$ cat src/rtl/hdsc_pkg.sv
// Shared widths, constants and constant tables for the Hamming single-error decoder.
package hdsc_pkg;

  localparam int unsigned MaxLength = 63;
  localparam int unsigned PosW      = 6;
  localparam int unsigned DataW     = 57;
  localparam int unsigned CntW      = 6;
  localparam logic [PosW-1:0] LengthReset = 6'd7;

  typedef logic [MaxLength-1:0] word_t;
  typedef logic [DataW-1:0]     data_t;
  typedef logic [PosW-1:0]      pos_t;
  typedef logic [CntW-1:0]      cnt_t;

  // Codeword bits that feed syndrome bit j: positions whose number has bit j set.
  function automatic word_t syn_mask(input int j);
    word_t m;
    m = '0;
    for (int k = 0; k < MaxLength; k++) begin
      m[k] = 1'(((k + 1) >> j) & 1);
    end
    return m;
  endfunction

  // Codeword bit index that holds data bit i (skip power-of-two positions).
  function automatic pos_t data_src(input int i);
    int   cnt;
    pos_t src;
    cnt = 0;
    src = '0;
    for (int p = 1; p <= MaxLength; p++) begin
      if ((p & (p - 1)) != 0) begin
        if (cnt == i) begin
          src = pos_t'(p - 1);
        end
        cnt++;
      end
    end
    return src;
  endfunction

endpackage

$ cat src/rtl/hdsc_if.sv
// Channel interfaces: codeword input, decoded result output and length configuration.
interface hdsc_in_if;
  logic                 valid;
  logic                 ready;
  hdsc_pkg::word_t      codeword;
  modport source (output valid, output codeword, input ready);
  modport sink   (input valid, input codeword, output ready);
endinterface

interface hdsc_out_if;
  logic                 valid;
  logic                 ready;
  hdsc_pkg::data_t      data_bits;
  hdsc_pkg::cnt_t       data_count;
  hdsc_pkg::pos_t       error_position;
  logic                 error_corrected;
  logic                 syndrome_invalid;
  modport source (output valid, output data_bits, output data_count, output error_position,
                  output error_corrected, output syndrome_invalid, input ready);
  modport sink   (input valid, input data_bits, input data_count, input error_position,
                  input error_corrected, input syndrome_invalid, output ready);
endinterface

interface hdsc_cfg_if;
  logic                 valid;
  logic                 ready;
  hdsc_pkg::pos_t       code_length;
  modport source (output valid, output code_length, input ready);
  modport sink   (input valid, input code_length, output ready);
endinterface

$ cat src/rtl/hamming_decoder_single_correct_unit.sv
// Hamming single-error-correcting decoder: top level with input and result registers.
// Decodes one Hamming codeword per item. Codeword bit 0 is position 1 and parity
// bits sit at power-of-two positions; the codeword length (0..63, reset 7) comes
// from the configuration channel and is sampled with each item, so a write only
// affects items accepted after it. Each item passes an input register, then one
// short combinational pass (masking, six XOR parity trees for the syndrome, a
// one-hot bit flip and fixed-wiring data extraction) into the result register.
// The item passes the input register, then the result register, from which it
// leaves; throughput is one item per cycle while out_ch.ready holds, set by the
// two-register pipeline. While a finished result waits on out_ch.ready the input
// register takes one more item, then in_ch.ready drops until the result drains. A
// syndrome above the length is reported with syndrome_invalid and the data pass
// through uncorrected. The configuration channel is always ready.
module hamming_decoder_single_correct_unit (
  input  logic        clk,
  input  logic        rst_n,
  hdsc_in_if.sink     in_ch,
  hdsc_out_if.source  out_ch,
  hdsc_cfg_if.sink    cfg_ch
);

  // Configuration register
  hdsc_pkg::pos_t  len_r;

  // Input stage: raw codeword plus the length it is decoded with
  logic            s1_v_r;
  hdsc_pkg::word_t s1_word_r;
  hdsc_pkg::pos_t  s1_len_r;

  // Result stage
  logic            s2_v_r;
  hdsc_pkg::data_t s2_data_r;
  hdsc_pkg::cnt_t  s2_cnt_r;
  hdsc_pkg::pos_t  s2_syn_r;
  logic            s2_corr_r;
  logic            s2_inv_r;

  // Decode results
  hdsc_pkg::word_t word_msk;
  hdsc_pkg::word_t word_fix;
  hdsc_pkg::pos_t  syn_nxt;
  hdsc_pkg::data_t data_nxt;
  hdsc_pkg::cnt_t  cnt_nxt;
  logic [2:0]      pow_cnt;
  logic            inv_nxt;
  logic            corr_nxt;

  logic            s2_load;
  logic            s1_load;

  // Handshake: result stage takes a new item when empty or draining;
  // input stage takes one when empty or moving forward.
  assign s2_load      = !s2_v_r || out_ch.ready;
  assign in_ch.ready  = !s1_v_r || s2_load;
  assign s1_load      = in_ch.valid && in_ch.ready;
  assign cfg_ch.ready = 1'b1;

  always_ff @(posedge clk) begin
    if (!rst_n) begin
      len_r <= hdsc_pkg::LengthReset;
    end else if (cfg_ch.valid) begin
      len_r <= cfg_ch.code_length;
    end
  end

  always_ff @(posedge clk) begin
    if (!rst_n) begin
      s1_v_r <= 1'b0;
    end else if (in_ch.ready) begin
      s1_v_r <= in_ch.valid;
    end
  end

  // Capture the payload with the length in force at acceptance
  always_ff @(posedge clk) begin
    if (s1_load) begin
      s1_word_r <= in_ch.codeword;
      s1_len_r  <= len_r;
    end
  end

  always_comb begin
    // Drop bits beyond the configured length
    for (int k = 0; k < hdsc_pkg::MaxLength; k++) begin
      word_msk[k] = (k < int'(s1_len_r)) ? s1_word_r[k] : 1'b0;
    end

    // Syndrome: XOR of the position numbers of all set bits, one parity tree per bit
    for (int j = 0; j < hdsc_pkg::PosW; j++) begin
      syn_nxt[j] = ^(word_msk & hdsc_pkg::syn_mask(j));
    end

    inv_nxt  = syn_nxt > s1_len_r;
    corr_nxt = (syn_nxt != '0) && !inv_nxt;

    // Flip the named bit; no bit when the syndrome is zero or out of range
    for (int k = 0; k < hdsc_pkg::MaxLength; k++) begin
      word_fix[k] = word_msk[k] ^ (corr_nxt && (syn_nxt == hdsc_pkg::pos_t'(k + 1)));
    end

    // Pack data positions; masked bits above the length come out as zero
    for (int i = 0; i < hdsc_pkg::DataW; i++) begin
      data_nxt[i] = word_fix[hdsc_pkg::data_src(i)];
    end

    // Parity positions within the length: one per power of two not above it
    case (s1_len_r) inside
      6'd0:        pow_cnt = 3'd0;
      6'd1:        pow_cnt = 3'd1;
      [6'd2:6'd3]:   pow_cnt = 3'd2;
      [6'd4:6'd7]:   pow_cnt = 3'd3;
      [6'd8:6'd15]:  pow_cnt = 3'd4;
      [6'd16:6'd31]: pow_cnt = 3'd5;
      default:     pow_cnt = 3'd6;
    endcase
    cnt_nxt = s1_len_r - {3'b000, pow_cnt};
  end

  always_ff @(posedge clk) begin
    if (!rst_n) begin
      s2_v_r <= 1'b0;
    end else if (s2_load) begin
      s2_v_r <= s1_v_r;
    end
  end

  // Advance the decoded item into the result register
  always_ff @(posedge clk) begin
    if (s2_load && s1_v_r) begin
      s2_data_r <= data_nxt;
      s2_cnt_r  <= cnt_nxt;
      s2_syn_r  <= syn_nxt;
      s2_corr_r <= corr_nxt;
      s2_inv_r  <= inv_nxt;
    end
  end

  assign out_ch.valid            = s2_v_r;
  assign out_ch.data_bits        = s2_data_r;
  assign out_ch.data_count       = s2_cnt_r;
  assign out_ch.error_position   = s2_syn_r;
  assign out_ch.error_corrected  = s2_corr_r;
  assign out_ch.syndrome_invalid = s2_inv_r;

  // A decoded item moving forward lands in the result register
  a_advance: assert property (@(posedge clk) disable iff (!rst_n)
    (s1_v_r && s2_load) |=> s2_v_r)
    else $error("decoded item lost between stages");

  // A correction never coexists with an out-of-range syndrome
  a_corr_excl: assert property (@(posedge clk) disable iff (!rst_n)
    out_ch.valid |-> !(out_ch.error_corrected && out_ch.syndrome_invalid))
    else $error("corrected and invalid both set");

  // A correction needs a nonzero syndrome
  a_corr_syn: assert property (@(posedge clk) disable iff (!rst_n)
    (out_ch.valid && out_ch.error_corrected) |-> (out_ch.error_position != '0))
    else $error("correction with zero syndrome");

  // Data count never exceeds the data field width
  a_cnt_range: assert property (@(posedge clk) disable iff (!rst_n)
    out_ch.valid |-> (out_ch.data_count <= hdsc_pkg::cnt_t'(hdsc_pkg::DataW)))
    else $error("data count out of range");

endmodule
$ cat src/flat_wrapper.sv
// flat-port wrapper written by rule: the top's interface ports become plain ports
module hamming_decoder_single_correct_unit_flat 
  (clk, rst_n, in_ch_valid, in_ch_codeword, in_ch_ready, out_ch_valid, out_ch_data_bits, out_ch_data_count, out_ch_error_position, out_ch_error_corrected, out_ch_syndrome_invalid, out_ch_ready, cfg_ch_valid, cfg_ch_code_length, cfg_ch_ready);
  hdsc_in_if in_ch_i ();
  hdsc_out_if out_ch_i ();
  hdsc_cfg_if cfg_ch_i ();
  input  logic clk;
  input  logic rst_n;
  input wire logic [$bits(in_ch_i.valid)-1:0] in_ch_valid;
  input wire logic [$bits(in_ch_i.codeword)-1:0] in_ch_codeword;
  output wire logic [$bits(in_ch_i.ready)-1:0] in_ch_ready;
  output wire logic [$bits(out_ch_i.valid)-1:0] out_ch_valid;
  output wire logic [$bits(out_ch_i.data_bits)-1:0] out_ch_data_bits;
  output wire logic [$bits(out_ch_i.data_count)-1:0] out_ch_data_count;
  output wire logic [$bits(out_ch_i.error_position)-1:0] out_ch_error_position;
  output wire logic [$bits(out_ch_i.error_corrected)-1:0] out_ch_error_corrected;
  output wire logic [$bits(out_ch_i.syndrome_invalid)-1:0] out_ch_syndrome_invalid;
  input wire logic [$bits(out_ch_i.ready)-1:0] out_ch_ready;
  input wire logic [$bits(cfg_ch_i.valid)-1:0] cfg_ch_valid;
  input wire logic [$bits(cfg_ch_i.code_length)-1:0] cfg_ch_code_length;
  output wire logic [$bits(cfg_ch_i.ready)-1:0] cfg_ch_ready;
  assign in_ch_i.valid = in_ch_valid;
  assign in_ch_i.codeword = in_ch_codeword;
  assign in_ch_ready = in_ch_i.ready;
  assign out_ch_valid = out_ch_i.valid;
  assign out_ch_data_bits = out_ch_i.data_bits;
  assign out_ch_data_count = out_ch_i.data_count;
  assign out_ch_error_position = out_ch_i.error_position;
  assign out_ch_error_corrected = out_ch_i.error_corrected;
  assign out_ch_syndrome_invalid = out_ch_i.syndrome_invalid;
  assign out_ch_i.ready = out_ch_ready;
  assign cfg_ch_i.valid = cfg_ch_valid;
  assign cfg_ch_i.code_length = cfg_ch_code_length;
  assign cfg_ch_ready = cfg_ch_i.ready;
  hamming_decoder_single_correct_unit u_core (.clk(clk), .rst_n(rst_n), .in_ch(in_ch_i), .out_ch(out_ch_i), .cfg_ch(cfg_ch_i));
endmodule
$ cat config.mk
export PLATFORM = sky130hd
export DESIGN_NAME = hamming_decoder_single_correct_unit_flat
export DESIGN_NICKNAME = d
export VERILOG_FILES = /design/src/rtl/hdsc_pkg.sv /design/src/rtl/hdsc_if.sv /design/src/rtl/hamming_decoder_single_correct_unit.sv /design/src/flat_wrapper.sv
export SDC_FILE = /design/constraint.sdc
export NUM_CORES = 1
export LEC_CHECK = 0
export ABC_AREA = 1
export BUFFER_PORTS_ARGS = -buffer_cell sky130_fd_sc_hd__buf_2
export CAP_MARGIN = 40
export CORE_UTILIZATION = 59
export CTS_CLUSTER_DIAMETER = 30
export DETAILED_ROUTE_END_ITERATION = 6
export GPL_TIMING_DRIVEN = 0
export PLACE_DENSITY = 0.89
export SYNTH_ARGS = -nofsm -noshare
export SYNTH_HDL_FRONTEND = slang
export SYNTH_SLANG_ARGS = --single-unit
$ cat constraint.sdc
create_clock -name clk -period 6.5 [get_ports clk]
set_clock_uncertainty 0.15 [all_clocks]
set_input_delay 0.65 -clock clk [delete_from_list [all_inputs] [get_ports clk]]
set_output_delay 0.65 -clock clk [all_outputs]
set_load 0.01 [all_outputs]
Yosys cells after proc, flatten, opt, wreduce, memory -nomap -nowiden
Cells that the tools add are included.
{"block": "totals", "register_bits": 148, "inputBits": 74, "output_inout_bits": 74, "wordCells": 344}
{"block": "op_classes", "add_sub_neg": 1, "magnitude_cmp": 72, "eq_ne": 58, "mux": 69, "bitwise_logic": 57, "reduce_logical": 77}
{"op": "$reduce_xor 63->1", "count": 6}
{"op": "$eq 6x6->1 const B", "count": 31}
{"op": "$lt 6x6->1 const A", "count": 31}
{"op": "$lt 5x6->1 const A", "count": 16}
{"op": "$eq 6x5->1 const B", "count": 15}
{"op": "$logic_and 1x1->1", "count": 64}
{"op": "$mux 1", "count": 63}
{"op": "$xor 1x1->1", "count": 57}
{"op": "$lt 4x6->1 const A", "count": 8}
{"op": "$eq 6x4->1 const B", "count": 7}
{"op": "$lt 3x6->1 const A", "count": 4}
{"op": "$eq 6x3->1 const B", "count": 3}
{"op": "$mux 3", "count": 5}
{"op": "$lt 1x6->1 const A", "count": 2}
{"op": "$lt 2x6->1 const A", "count": 2}
{"op": "$eq 6x1->1 const B", "count": 1}
{"op": "$eq 6x2->1 const B", "count": 1}
{"op": "$ge 6x2->1 const B", "count": 1}
{"op": "$ge 6x3->1 const B", "count": 1}
{"op": "$ge 6x4->1 const B", "count": 1}
{"op": "$ge 6x5->1 const B", "count": 1}
{"op": "$gt 6x6->1", "count": 1}
{"op": "$le 6x2->1 const B", "count": 1}
{"op": "$le 6x3->1 const B", "count": 1}
{"op": "other kinds (8)", "count": 11}

Longest topological paths before layout
Gate-level depths: netlist of the first run.
{"block": "logic_depth", "depth_word": 9, "mapped_depth": 31, "depth_no_buf": 27}

Worst setup path before layout of the first run
No wires, ideal clock.
{"block": "synth_path", "path_type": "in2reg", "from": "input out_ch_ready", "to": "register u_core.s2_data_r[0], in the netlist u_core.out_ch.data_bits[0], enable pin", "setup_time_ns": 0.523, "arrival_ns": 4.136, "required_ns": 5.827, "path_slack_ns": 1.691, "cell_stages": 2, "n_path_buf": 0, "cell_sequence": "inv_1 -> a21oi_1"}
{"block": "synth_via", "elab_chain_cells": 2}
{"item": "start, declared", "line": "flat_wrapper.sv:18", "text": "input wire logic [$bits(out_ch_i.ready)-1:0] out_ch_ready;"}
{"item": "$logic_or 1x1->1", "line": "hamming_decoder_single_correct_unit.sv:53", "text": "assign s2_load = !s2_v_r || out_ch.ready;"}
{"item": "$logic_and 1x1->1", "line": "hamming_decoder_single_correct_unit.sv:129", "text": "if (s2_load && s1_v_r) begin"}
{"item": "end signal, assigned", "line": "hamming_decoder_single_correct_unit.sv:130", "text": "s2_data_r <= data_nxt;"}
{"item": "end, declared", "line": "hamming_decoder_single_correct_unit.sv:32", "text": "hdsc_pkg::data_t s2_data_r;"}
Every way passes these cells.
A chain may end at the register's enable or synchronous reset.

Final worst setup path of the first run
{"block": "layout_path", "from": "register u_core.s1_len_r[1]", "to": "register u_core.s2_data_r[4], in the netlist u_core.out_ch.data_bits[4], data pin"}
{"block": "layout_via", "elab_chain_cells": 8, "elab_cells_between_ends": 139, "cone_classes": "64 x order compare; 1 x eq/ne; 63 x mux; 1 x bitwise; 10 x reduce/logical"}
{"item": "start, declared", "line": "hamming_decoder_single_correct_unit.sv:28", "text": "hdsc_pkg::pos_t s1_len_r;"}
{"item": "start signal, assigned", "line": "hamming_decoder_single_correct_unit.sv:78", "text": "s1_len_r <= len_r;"}
{"item": "$lt 3x6->1, or another cell as far along", "line": "hamming_decoder_single_correct_unit.sv:85", "text": "word_msk[k] = (k < int'(s1_len_r)) ? s1_word_r[k] : 1'b0;"}
{"item": "$mux 1", "line": "hamming_decoder_single_correct_unit.sv:85"}
{"item": "$reduce_xor 63->1 (*)", "line": "hamming_decoder_single_correct_unit.sv:90", "text": "syn_nxt[j] = ^(word_msk & hdsc_pkg::syn_mask(j));"}
{"item": "named net u_core.syn_nxt[3]", "line": "hamming_decoder_single_correct_unit.sv:41", "text": "hdsc_pkg::pos_t syn_nxt;"}
{"item": "$gt 6x6->1 (*)", "line": "hamming_decoder_single_correct_unit.sv:93", "text": "inv_nxt = syn_nxt > s1_len_r;"}
{"item": "named net u_core.inv_nxt", "line": "hamming_decoder_single_correct_unit.sv:45", "text": "logic inv_nxt;"}
{"item": "$logic_not 1->1 (*)", "line": "hamming_decoder_single_correct_unit.sv:94", "text": "corr_nxt = (syn_nxt != '0) && !inv_nxt;"}
{"item": "$logic_and 1x1->1 (*)", "line": "hamming_decoder_single_correct_unit.sv:94"}
{"item": "$logic_and 1x1->1 (*)", "line": "hamming_decoder_single_correct_unit.sv:98", "text": "word_fix[k] = word_msk[k] ^ (corr_nxt && (syn_nxt == hdsc_pkg::pos_t'(k + 1)));"}
{"item": "$xor 1x1->1 (*)", "line": "hamming_decoder_single_correct_unit.sv:98"}
{"item": "named net u_core.data_nxt[4]", "line": "hamming_decoder_single_correct_unit.sv:42", "text": "hdsc_pkg::data_t data_nxt;"}
The timed path passes the listed nets; every way through them passes the cells marked *.

==> results of run 1 <==
==> report_power, final <==
group          switching, uW  internal, uW
logic                   1030           311
registers               25.2          1140
clock network            438           501
total                   1490          1950
==> kinds of logic (layout without fill, tap and decap cells) <==
| group | count (synthesis) | after routing |
|---|---|---|
| flops | 148 | 148 |
| xor+xnor | 24 | 24 |
| other cells | 1 | 1 |
| fa+ha+maj | 10 | 10 |
| simple gates | 1084 | 1084 |
| compound gates | 29 | 29 |
| buf+inv | 172 | 353 |
==> per-stage QoR <==
| stage | power (uW) | hold WS [ns] | setup WS (ns) | util [%] |
|---|---|---|---|---|
| detailed placement | 2440 | 0.277 | 1.00 | 67.7 |
| finish | 3440 | 0.231 | 0.717 | 70.9 |
| global placement | 2420 | 0.264 | 0.0761 | 67.2 |
| floorplan | 2000 | 0.253 | 1.69 | - |
| global route | 3560 | 0.225 | 0.370 | 70.9 |
| CTS | 3370 | 0.230 | 0.971 | 70.9 |
==> registers in the layout, indices dropped and copies added, names as in the netlist <==
signal                          flops
u_core.s1_word_r                   63
u_core.out_ch.data_bits            57
u_core.len_r                        6
u_core.out_ch.data_count            6
u_core.out_ch.error_position        6
u_core.s1_len_r                     6
u_core.out_ch.error_corrected       1
u_core.out_ch.syndrome_invalid      1
u_core.out_ch.valid                 1
u_core.s1_v_r                       1
==> Yosys cell counts <==
library cell  number  share of area (%)
nand2_1          655                 24
nand3_1          211                 10
edfxtp_1         140                 41
inv_1            121                4.4
nor2_1           117                4.3
nand4_1           69                4.2
buf_2             16               0.78
xor2_1            16                1.4
nor2_2            11               0.67
clkbuf_1          10               0.37
ha_1               9                1.1
o21ai_0            9               0.44
a21oi_1            8               0.39
buf_4              8               0.59
dfxtp_1            8                1.6
xnor2_1            8               0.68
inv_2              7               0.26
nand2_2            7               0.43
buf_6              6               0.66
nand3_2            4               0.39
buf_1              3               0.11
nand3b_1           3               0.22
nor2_4             3               0.33
a21boi_0           2               0.15
a21oi_2            2               0.17
a31oi_1            2               0.12
nand2_4            2               0.22
o21ai_1            2              0.098
o21bai_1           2               0.15
a211o_1            1              0.085
a211oi_1           1              0.073
clkinv_1           1              0.037
conb_1             1              0.037
fa_1               1               0.20
nand2b_1           1              0.061
nor3b_1            1              0.073
==> how the worst max path moves through the flow <==
stage	slack (ns)	to	cells after the start	from
floorplan	1.69	u_core.out_ch.data_bits[0]	2	out_ch_ready
global placement	0.08	u_core.out_ch.data_bits[19]	3	out_ch_ready
detailed placement	1.0	u_core.out_ch.data_bits[7]	27	u_core.s1_len_r[1]
CTS	0.97	u_core.out_ch.data_bits[7]	27	u_core.s1_len_r[1]
global route	0.37	u_core.out_ch.data_bits[4]	31	u_core.s1_len_r[1]
finish	0.72	u_core.out_ch.data_bits[4]	31	u_core.s1_len_r[1]
==> per-layer routing <==
layer	wire length, microns	up-vias	global-route usage (%)
met5	0	-	0
met3	4200	155	8.31
li1	-	5154	-
met4	2020	0	21.3
met2	15400	826	62.2
met1	13400	4970	51.9
==> cells in the final DEF, fill, tap and decap left out, types with 5 or more instances in the layout <==
master and instances:
a21oi_1 7, buf_2 162, buf_4 8, buf_6 6, clkbuf_1 12, clkbuf_16 17
dfxtp_1 8, edfxtp_1 140, ha_1 9, inv_1 120, inv_2 8, inv_6 5
nand2_1 655, nand2_2 7, nand3_1 211, nand4_1 69, nor2_1 117, nor2_2 11
o21ai_0 9, xnor2_1 8, xor2_1 16
==> critical path: cells and delay by family, from the launching register on <==
kind | cells | cell delay, ns
AND/OR/NAND/NOR | 20 | 2.37
adder cells (fa/ha/maj) | 1 | 0.30
AO/OA/AOI/OAI | 2 | 0.31
buffers and inverters | 8 | 2.00
flip-flops | 1 | 0.41
==> cell type report <==
class	count	area [sq um]	area share, %
Multi-Input combinational cell	1148	5160	43.4
Sequential cell	148	4360	36.7
Timing Repair Buffer	149	798	6.72
Inverter	129	484	4.07
Clock buffer	19	433	3.64
Tap cell	220	275	2.32
Buffer	43	256	2.16
Clock inverter	13	116	0.979
==> impl_results.md, run 1 <==
- Outcome: finished clean
- WL per Instance: 18.7 microns
- DR iter-0 viols: 1350
- Max Cap Violations: 0
- Post-DP HPWL: 26300 microns
- Ys Warns: 0
- Register-to-register setup slack: 0.72 ns
- Port Buffers: 146
- First-pass GRT wire length: 53400 microns
- Site Rows: 47
- Mux contribution to synthesized area: 0%
- Slowest CP cell: buf_1
- Grt ovf: 0
- Simple-gate share of the synthesized area: 45.2%
- Placer Congestion: 1.01
- Worst path max stage delay: 0.49 ns
- Post-Synth XOR/XNOR Area: 2.05%
- CP dominant cell by count: nand2_1
- Cts bufs inserted: 17
- Hold Crit Depth: 1
- Post-CTS sizing: 0
- Skew-Pair Late Insertion Delay: 0.44 ns
- Largest family of logic cells by synthesized area: simple AND/OR/NAND/NOR gates
- Remaining DRCs: 0
- Min cycle time layout: 5.78 ns
- Design area: 11900 sq um
- Reg2Reg Depth: 31
- Die ar.: 17900 sq um
- Filler Cells Inserted: 1430
- Vias in the first global route: 10.1k
- Syn-to-layout area delta: 15.9%
- Die width: 134 microns
- Post-CTS Setup Inserts: 0
- GRT Util Overall: 39.8%
- Max-slew violation count: 0
- Critical R2R Launch: u_core.s1_len_r[1]
- WS Path Type: reg2reg
- Layout Cells excl Fill: 1869
- Cell Area, Placed: 11300 sq um
- Router iterations before antenna repair: 6
- Via density: 5.94
- Slew headroom: 43.4%
- Fraction of the mapped netlist area in adder cells: 1.29%
- Mapped Area: 10300 sq um
- Synth cell types: 36
- CTS Sinks: 148
- VDD IR max: 0.296 mV
- Critical Path Source Type: register
- P_leak: 0.00598 uW
- RSZ-0062 raised after global routing: false
- Worst Path Max Fanout: 10
- Power per cell area: 289 nW/um^2
- CP Data Arrival Time: 5.83 ns
- Clock Tree Buf Depth: 2
- Layout cells sized above 1: 15.0%
- Number of synthesized register bits: 148
- Vias: 11.1k
- Hold_buf cts: 0
- Fin Setup TNS: 0 ns
- Hold Crit Start: in_ch_codeword[48]
- Post-route ant nets: 0
- Starting Density: 61.2%
- CTS tree: built
- Fin nets: 1720
- CTS clock-pin slew for the worst setup and hold paths: 0.07 ns
- Least-Margin Pin Slew: 0.846 ns
- CTS Root Cell: clkbuf_16
- Sequential share of the synthesized area: 42.6%
- Setup violations, final: 0
- Placed Cells: 1837
- Total wire length: 34900 microns
- Largest net degree at the start of global routing: 44
- Period utilisation layout: 89.0%
- Synth Area in Compound Gates: 1.67%
- Diodes inserted: 0
- Initial antenna violation count: 0
- HP Class: in2reg
- Placeable Area: 16800 sq um
- FF-to-FF End: u_core.out_ch.data_bits[4]
- Fmax: 173 MHz
- CP required: 6.55 ns
- CP endpoint kind: register
- Synth Area per Inst: 6.98 sq um
- Mapped Nets: 1552
- Hold Crit Endpoint: u_core.s1_word_r[48]
- Syn Inst Count: 1468
- H-tree levels: 4
- Number of top-level pins: 148
- Die Y: 134 microns
- Hold Fails Final Rpt: 0
(Power assumes the default switching activity.)
==> inputs of run 2 (changes only) <==
--- a/config.mk
+++ b/config.mk
@@ -8,6 +8,7 @@
 export ABC_AREA = 1
 export BUFFER_PORTS_ARGS = -buffer_cell sky130_fd_sc_hd__buf_2
 export CAP_MARGIN = 40
+export CORE_MARGIN = 5
 export CORE_UTILIZATION = 59
 export CTS_CLUSTER_DIAMETER = 30
 export DETAILED_ROUTE_END_ITERATION = 6
@@ -16,3 +17,4 @@
 export SYNTH_ARGS = -nofsm -noshare
 export SYNTH_HDL_FRONTEND = slang
 export SYNTH_SLANG_ARGS = --single-unit
+export TNS_END_PERCENT = 1
==> run 2 against run 1 <==
Effect of this change:
- critical path depth shrank 5
- sequential cell count is the same
- sequential share of layout area is essentially flat
- final area grew 0.12%
- fmax shrank 3.3%
- die area grew 12%
- count of clock-buffer cells in the layout grew 3
- setup slack lost 0.20 ns
- critical endpoint is now u_core.out_ch.data_bits[41]
==> impl_results.md, run 2 (synthesis gave the netlist of run 1 again) <==
- Hold Crit Depth: 1 (unchanged)
- Power per cell area: 292 nW/um^2 (+1.0%)
- CP endpoint kind: register
- Layout cells sized above 1: 14.9% (-0.12 points)
- Min cycle time layout: 5.98 ns (+0.197 ns)
- Hold Crit Endpoint: u_core.s1_word_r[9]
- Fin Setup TNS: 0 ns (unchanged)
- Slew headroom: 53.1% (+9.6 points)
- Via density: 5.87 (-1.1%)
- Die width: 142 microns (+6.0%)
- Placer Congestion: 1.03 (+2.1%)
- CP Data Arrival Time: 5.98 ns (+0.15 ns)
- Hold Crit Start: in_ch_codeword[9]
- Tot Pwr: 3480 uW (+1.1%)
- Setup violations, final: 0 (unchanged)
- Largest Register: u_core.s1_word_r
- Design area: 11900 sq um (+0.12%)
- RSZ-0062 raised after global routing: false
- Most common cell after layout, fill and taps aside: nand2_1
- Placeable Area: 17200 sq um (+2.5%)
- Total wire length: 34600 microns (-1.0%)
- Syn-to-layout area delta: 16.1%
- P_leak: 0.00599 uW (+0.19%)
- Commonest cells after routing, fill and taps aside: 655 x nand2_1, 211 x nand3_1, 162 x buf_2
- Vias in the first global route: 9866 (-2.2%)
- FF-to-FF End: u_core.out_ch.data_bits[41]
- CTS tree: built
- Post-CTS sizing: 0 (unchanged)
- First-pass GRT wire length: 52800 microns (-1.2%)
- Post-CTS Setup Inserts: 0 (unchanged)
- Grt ovf: 0 (unchanged)
- Initial antenna violation count: 1 (+1)
- Filler Cells Inserted: 1483 (+3.7%)
- Post-route ant nets: 0 (unchanged)
- CTS Sinks: 148 (unchanged)
- Critical R2R Launch: u_core.s1_len_r[1]
- Multi-input gate area: 5160 sq um (unchanged)
- CTS Root Cell: clkbuf_16
- Least-Margin Pin Slew: 0.696 ns (-0.150 ns)
- Outcome: finished clean
- Vias: 11.0k (-0.86%)
- Reg2Reg Depth: 26 (-16%)
- H-tree levels: 4 (unchanged)
- Post-DP HPWL: 26300 microns (about the same)
- Site Rows: 48 (+2.1%)
- Max-slew violation count: 0 (unchanged)
- GRT Util Overall: 34.2% (-5.5 points)
- DR iter-0 viols: 1497 (+11%)
- Router iterations before antenna repair: 6 (unchanged)
- Die ar.: 20100 sq um (+12%)
- CP required: 6.50 ns (-0.05 ns)
- CTS clock-pin slew for the worst setup and hold paths: 0.06 ns (about the same)
- Port Buffers: 146 (unchanged)
- Fin nets: 1720 (unchanged)
- Number of top-level pins: 148 (unchanged)
- WS Path Type: reg2reg
- Critical Path Source Type: register
- Sequential Area: 4360 sq um (unchanged)
- Cts bufs inserted: 17 (unchanged)
- Largest net degree at the start of global routing: 44 (unchanged)
- Hold_buf cts: 0 (unchanged)
- Clock Tree Buf Depth: 2 (unchanged)
- Cell Area, Placed: 11300 sq um (about the same)
- WL per Instance: 18.4 microns (-1.3%)
- Remaining DRCs: 0 (unchanged)
- Hold Fails Final Rpt: 0 (unchanged)
- Fin util: 69.3% (-1.6 points)
- Fmax: 167 MHz (-3.3%)
- Worst Path Max Fanout: 10 (unchanged)
- Max Cap Violations: 0 (unchanged)
- HP Class: in2reg
- Register-to-register setup slack: 0.52 ns (-0.20 ns)
- Diodes inserted: 0 (unchanged)
- Skew-Pair Late Insertion Delay: 0.43 ns (about the same)
- Starting Density: 59.7% (-1.5 points)
- Max reg flops: 63 (unchanged)
- Die Y: 142 microns (+6.0%)
- Period utilisation layout: 92.0% (+3.0 points)
- VDD IR max: 0.281 mV (-5.1%)
run 2: changes by cell type in the layout (fill, tap and decap cells not counted):
cell and delta:
bufinv_16 +2, buf_12 +1, buf_16 -1, clkinv_2 +5, clkinv_4 -3, inv_8 -2, clkinvlp_4 -1, clkbuf_8 +1
inv_6 -4, clkbuf_1 +2
run 2: worst max path at each step:
stage / start / endpoint / slack (ns) / cells past startpoint
detailed placement: u_core.s1_len_r[1] / u_core.out_ch.data_bits[41] / 0.87 / 26
CTS: u_core.s1_len_r[1] / u_core.out_ch.data_bits[41] / 0.84 / 26
finish: u_core.s1_len_r[1] / u_core.out_ch.data_bits[41] / 0.52 / 26
floorplan: out_ch_ready / u_core.out_ch.data_bits[0] / 1.69 / 2
global route: u_core.s1_len_r[1] / u_core.out_ch.data_bits[8] / 0.26 / 31
global placement: out_ch_ready / u_core.out_ch.data_bits[20] / 0.08 / 3
run 2: metal layers:
| layer | up-vias | track usage [%] | routed length [microns] |
|---|---|---|---|
| met5 | - | 0 | 9 |
| met4 | 2 | 13.5 | 1580 |
| met3 | 135 | 6.57 | 4140 |
| met2 | 764 | 54.2 | 15300 |
| met1 | 4951 | 46.7 | 13500 |
| li1 | 5157 | - | - |
run 2: through the flow:
stage | hold slack [ns] | cells | worst slack [ns]
after floorplan | 0.253 | 1468 | 1.69
after global placement | 0.263 | 1839 | 0.0757
after detailed placement | 0.271 | 1842 | 0.870
after CTS | 0.234 | 1874 | 0.839
after global routing | 0.233 | 1874 | 0.261
final | 0.241 | 1874 | 0.520
run 2: final cells by class:
class	count	area share, %
Sequential cell	148	36.7
Tap cell	225	2.37
Inverter	129	4.07
Clock buffer	22	3.82
Timing Repair Buffer	149	6.64
Buffer	43	2.16
Multi-Input combinational cell	1148	43.4
Clock inverter	10	0.925
run 2: report_power, final:
part           leakage (uW)  switching, uW  internal [uW]  total (uW)
registers           0.00143           24.0           1140        1160
logic               0.00428           1040            311        1350
clock network      0.000278            399            574         972
run 2: critical path, stage by stage (launching register included):
cell	delay, ns
edfxtp_1	0.44
buf_4	0.22
inv_1	0.32
buf_2	0.38
o21ai_0	0.17
nand2_1	0.21
nand2_1	0.11
nand2_1	0.13
nand2_1	0.06
nand2_1	0.13
inv_1	0.09
nand2_1	0.07
nand2_1	0.13
nand3b_1	0.26
nand2_1	0.11
nand2_1	0.06
nand2_1	0.12
inv_1	0.17
ha_1	0.33
nand3_1	0.11
o21bai_1	0.17
a31oi_1	0.38
clkinv_1	0.31
clkbuf_1	0.37
buf_1	0.33
nand4_1	0.22
nand2_1	0.14
==> inputs of run 3 (changes only) <==
--- a/config.mk
+++ b/config.mk
@@ -9,12 +9,11 @@
 export BUFFER_PORTS_ARGS = -buffer_cell sky130_fd_sc_hd__buf_2
 export CAP_MARGIN = 40
 export CORE_MARGIN = 5
-export CORE_UTILIZATION = 59
-export CTS_CLUSTER_DIAMETER = 30
+export CORE_UTILIZATION = 53
+export CTS_CLUSTER_DIAMETER = 80
 export DETAILED_ROUTE_END_ITERATION = 6
 export GPL_TIMING_DRIVEN = 0
-export PLACE_DENSITY = 0.89
+export PLACE_DENSITY = 0.85
 export SYNTH_ARGS = -nofsm -noshare
 export SYNTH_HDL_FRONTEND = slang
 export SYNTH_SLANG_ARGS = --single-unit
-export TNS_END_PERCENT = 1
==> constraint.sdc (replaced) <==
create_clock -name clk -period 4.95 [get_ports clk]
set_clock_uncertainty 0.15 [all_clocks]
set_input_delay 0.495 -clock clk [delete_from_list [all_inputs] [get_ports clk]]
set_output_delay 0.495 -clock clk [all_outputs]
set_load 0.01 [all_outputs]
==> run 3 against run 2 <==
Effect of this change:
- sequential share of layout area shrank 1.1 points
- worst hold slack lost 0.16 ns
- register-to-register slack lost 0.46 ns
- the run now ends with DRC left
- utilization shrank 4.4 points
- final area grew 3.0%
- largest cell class unchanged
- clock power grew 34%
- count of clock-buffer cells in the layout shrank 4
- power grew 35%
- non-clock buffer count grew 17
- largest power group unchanged
- combinational power grew 38%
==> impl_results.md, run 3 (synthesis gave the netlist of run 1 again) <==
- Outcome: finished, violations left
- Violated checks: DRC
- Max Cap Violations: 0 (unchanged)
- Critical Path Source Type: register
- First-pass GRT wire length: 50700 microns (-3.9%)
- Port Buffers: 146 (unchanged)
- CTS Root Cell: clkbuf_16
- Die width: 149 microns (+5.1%)
- Slowest CP cell: edfxtp_1
- Layout cells sized above 1: 17.6% (+2.8 points)
- Vias: 11.1k (+0.38%)
- Post-route ant nets: 0 (unchanged)
- Setup violations, final: 0 (unchanged)
- Hold Crit Start: in_ch_codeword[56]
- Post-DP HPWL: 25700 microns (-2.4%)
- Largest Register: u_core.s1_word_r
- Starting Density: 54.3% (-5.4 points)
- Min cycle time layout: 4.89 ns (-1.09 ns)
- P_leak: 0.00613 uW (+2.4%)
- Slew headroom: 40.8% (-12 points)
- Die Y: 149 microns (+5.1%)
- Grt ovf: 0 (unchanged)
- HP Class: in2reg
- Largest net degree at the start of global routing: 70 (+59%)
- GRT Util Overall: 29.8% (-4.4 points)
- Hold Crit Endpoint: u_core.s1_word_r[56]
- Reg2Reg Depth: 28 (+7.7%)
- Skew-Pair Late Insertion Delay: 0.43 ns (about the same)
- Clock Tree Buf Depth: 2 (unchanged)
- RSZ-0062 raised after global routing: true
- Register-to-register setup slack: 0.06 ns (-0.46 ns)
- Hold_buf cts: 0 (unchanged)
- Cts bufs inserted: 17 (unchanged)
- Hold Crit Depth: 1 (unchanged)
- Max-slew violation count: 0 (unchanged)
- Worst path max stage delay: 0.45 ns (about the same)
- FF-to-FF End: u_core.out_ch.data_bits[41]
- Power per cell area: 383 nW/um^2 (+31%)
- Placed Cells: 1876 (+1.8%)
- H-tree levels: 4 (unchanged)
- CTS tree: built
- Placeable Area: 18900 sq um (+10%)
- Die ar.: 22200 sq um (+10%)
- Fin util: 64.9% (-4.4 points)
- Sequential Area: 4360 sq um (unchanged)
- Number of top-level pins: 148 (unchanged)
- Router iterations before antenna repair: 7 (+1)
- Period utilisation layout: 98.8% (+6.8 points)
- Filler Cells Inserted: 1713 (+16%)
- Layout Cells excl Fill: 1926 (+2.8%)
- Critical R2R Launch: u_core.s1_len_r[2]
- Vias in the first global route: 9656 (-2.1%)
- Syn-to-layout area delta: 19.5%
- Site Rows: 50 (+4.2%)
- Diodes inserted: 0 (unchanged)
- Fin Setup TNS: 0 ns (unchanged)
- Multi-input gate area: 5250 sq um (+1.7%)
- CTS Sinks: 148 (unchanged)
- Remaining DRCs: 4 (+4)
- Commonest cells after routing, fill and taps aside: 653 x nand2_1, 209 x nand3_1, 163 x buf_2
- Worst Path Max Fanout: 10 (unchanged)
- CTS clock-pin slew for the worst setup and hold paths: 0.07 ns (about the same)
- Placer Congestion: 0.992 (-4.1%)
- CP required: 4.97 ns (-1.53 ns)
- Total wire length: 34300 microns (-0.72%)
- Most common cell after layout, fill and taps aside: nand2_1
- WL per Instance: 17.8 microns (-3.4%)
- Fin nets: 1737 (+0.99%)
- CP Data Arrival Time: 4.91 ns (-1.07 ns)
- Initial antenna violation count: 0 (-1)
- CP dominant cell by count: nand2_1
- Hold slack final: 0.0806 ns (-0.160 ns)
- VDD IR max: 0.283 mV (+0.77%)
- CP endpoint kind: register
- Via density: 5.74 (-2.3%)
- CP startpoint: u_core.s1_len_r[2]
- Hold Fails Final Rpt: 0 (unchanged)
- Least-Margin Pin Slew: 0.888 ns (+0.192 ns)
- Max reg flops: 63 (unchanged)
- Fmax: 204 MHz (+22%)
- DR iter-0 viols: 1529 (+2.1%)
- WS Path Type: reg2reg
-- run 3: cell types whose count changed in the layout (fill, tap and decap cells not counted), moves of 3 or more --
cell / delta
buf_6: +5
buf_4: +16
nor2_1: -6
clkbuf_1: -13
inv_6: +4
clkbuf_2: +5
buf_1: -3
inv_1: -3
nor2_4: +6
-- run 3: what timing repair did --
item                                    CTS  global route
endpoints found under the setup margin   57            57
gates cloned                              0             0
gates resized for setup                  18            41
setup buffers                             1            17
pin swaps                                 1             4
-- run 3: final cells by class --
class,instances,area share [%]
repair buffers,166,7.56
multi-input cells,1148,42.8
plain buffers,43,2.49
well taps,260,2.65
inverters,129,4.04
flip-flops and latches,148,35.6
clock buffers,18,3.68
clock inverters,14,1.14
-- run 3: worst max path at each step --
stage | end | slack (ns) | cells past startpoint
after floorplan | u_core.out_ch.data_bits[0] | 0.30 | 2
final | u_core.out_ch.data_bits[41] | 0.06 | 28
after global routing | u_core.out_ch.data_bits[8] | -0.08 | 31
after CTS | u_core.out_ch.data_bits[44] | 0.02 | 28
after global placement | u_core.out_ch.data_bits[22] | -1.32 | 3
after detailed placement | u_core.out_ch.data_bits[20] | -0.54 | 27
-- run 3: metrics by stage --
step / power, uW / setup WS [ns] / instance area [sq um]
floorplan: 2630 / 0.296 / 10300
global placement: 3160 / -1.32 / 11300
detailed placement: 3190 / -0.535 / 11400
CTS: 4520 / 0.0158 / 12000
global route: 4880 / -0.0810 / 12300
finish: 4690 / 0.0587 / 12300
-- run 3: where the power goes --
| group | switching (uW) | leakage [uW] | internal, uW |
|---|---|---|---|
| Combinational | 1360 | 0.00441 | 499 |
| Sequential | 33.7 | 0.00143 | 1490 |
| Clock | 565 | 0.000291 | 736 |
| Total | 1960 | 0.00613 | 2730 |
-- run 3: worst max-delay path: cells and delay by family (launching register included) --
family | cells | cell delay [ns]
fa+ha+maj | 1 | 0.31
buf+inv | 9 | 1.58
flops | 1 | 0.45
simple gates | 16 | 1.68
compound gates | 2 | 0.43
-- run 3: routing by layer --
layer	track usage, %	vias to the layer above	part of all wire, %
met4	12.6	0	4.8
li1	-	5199	-
met5	0	-	0
met3	7.14	132	13
met2	46.2	757	44
met1	40.1	4963	39
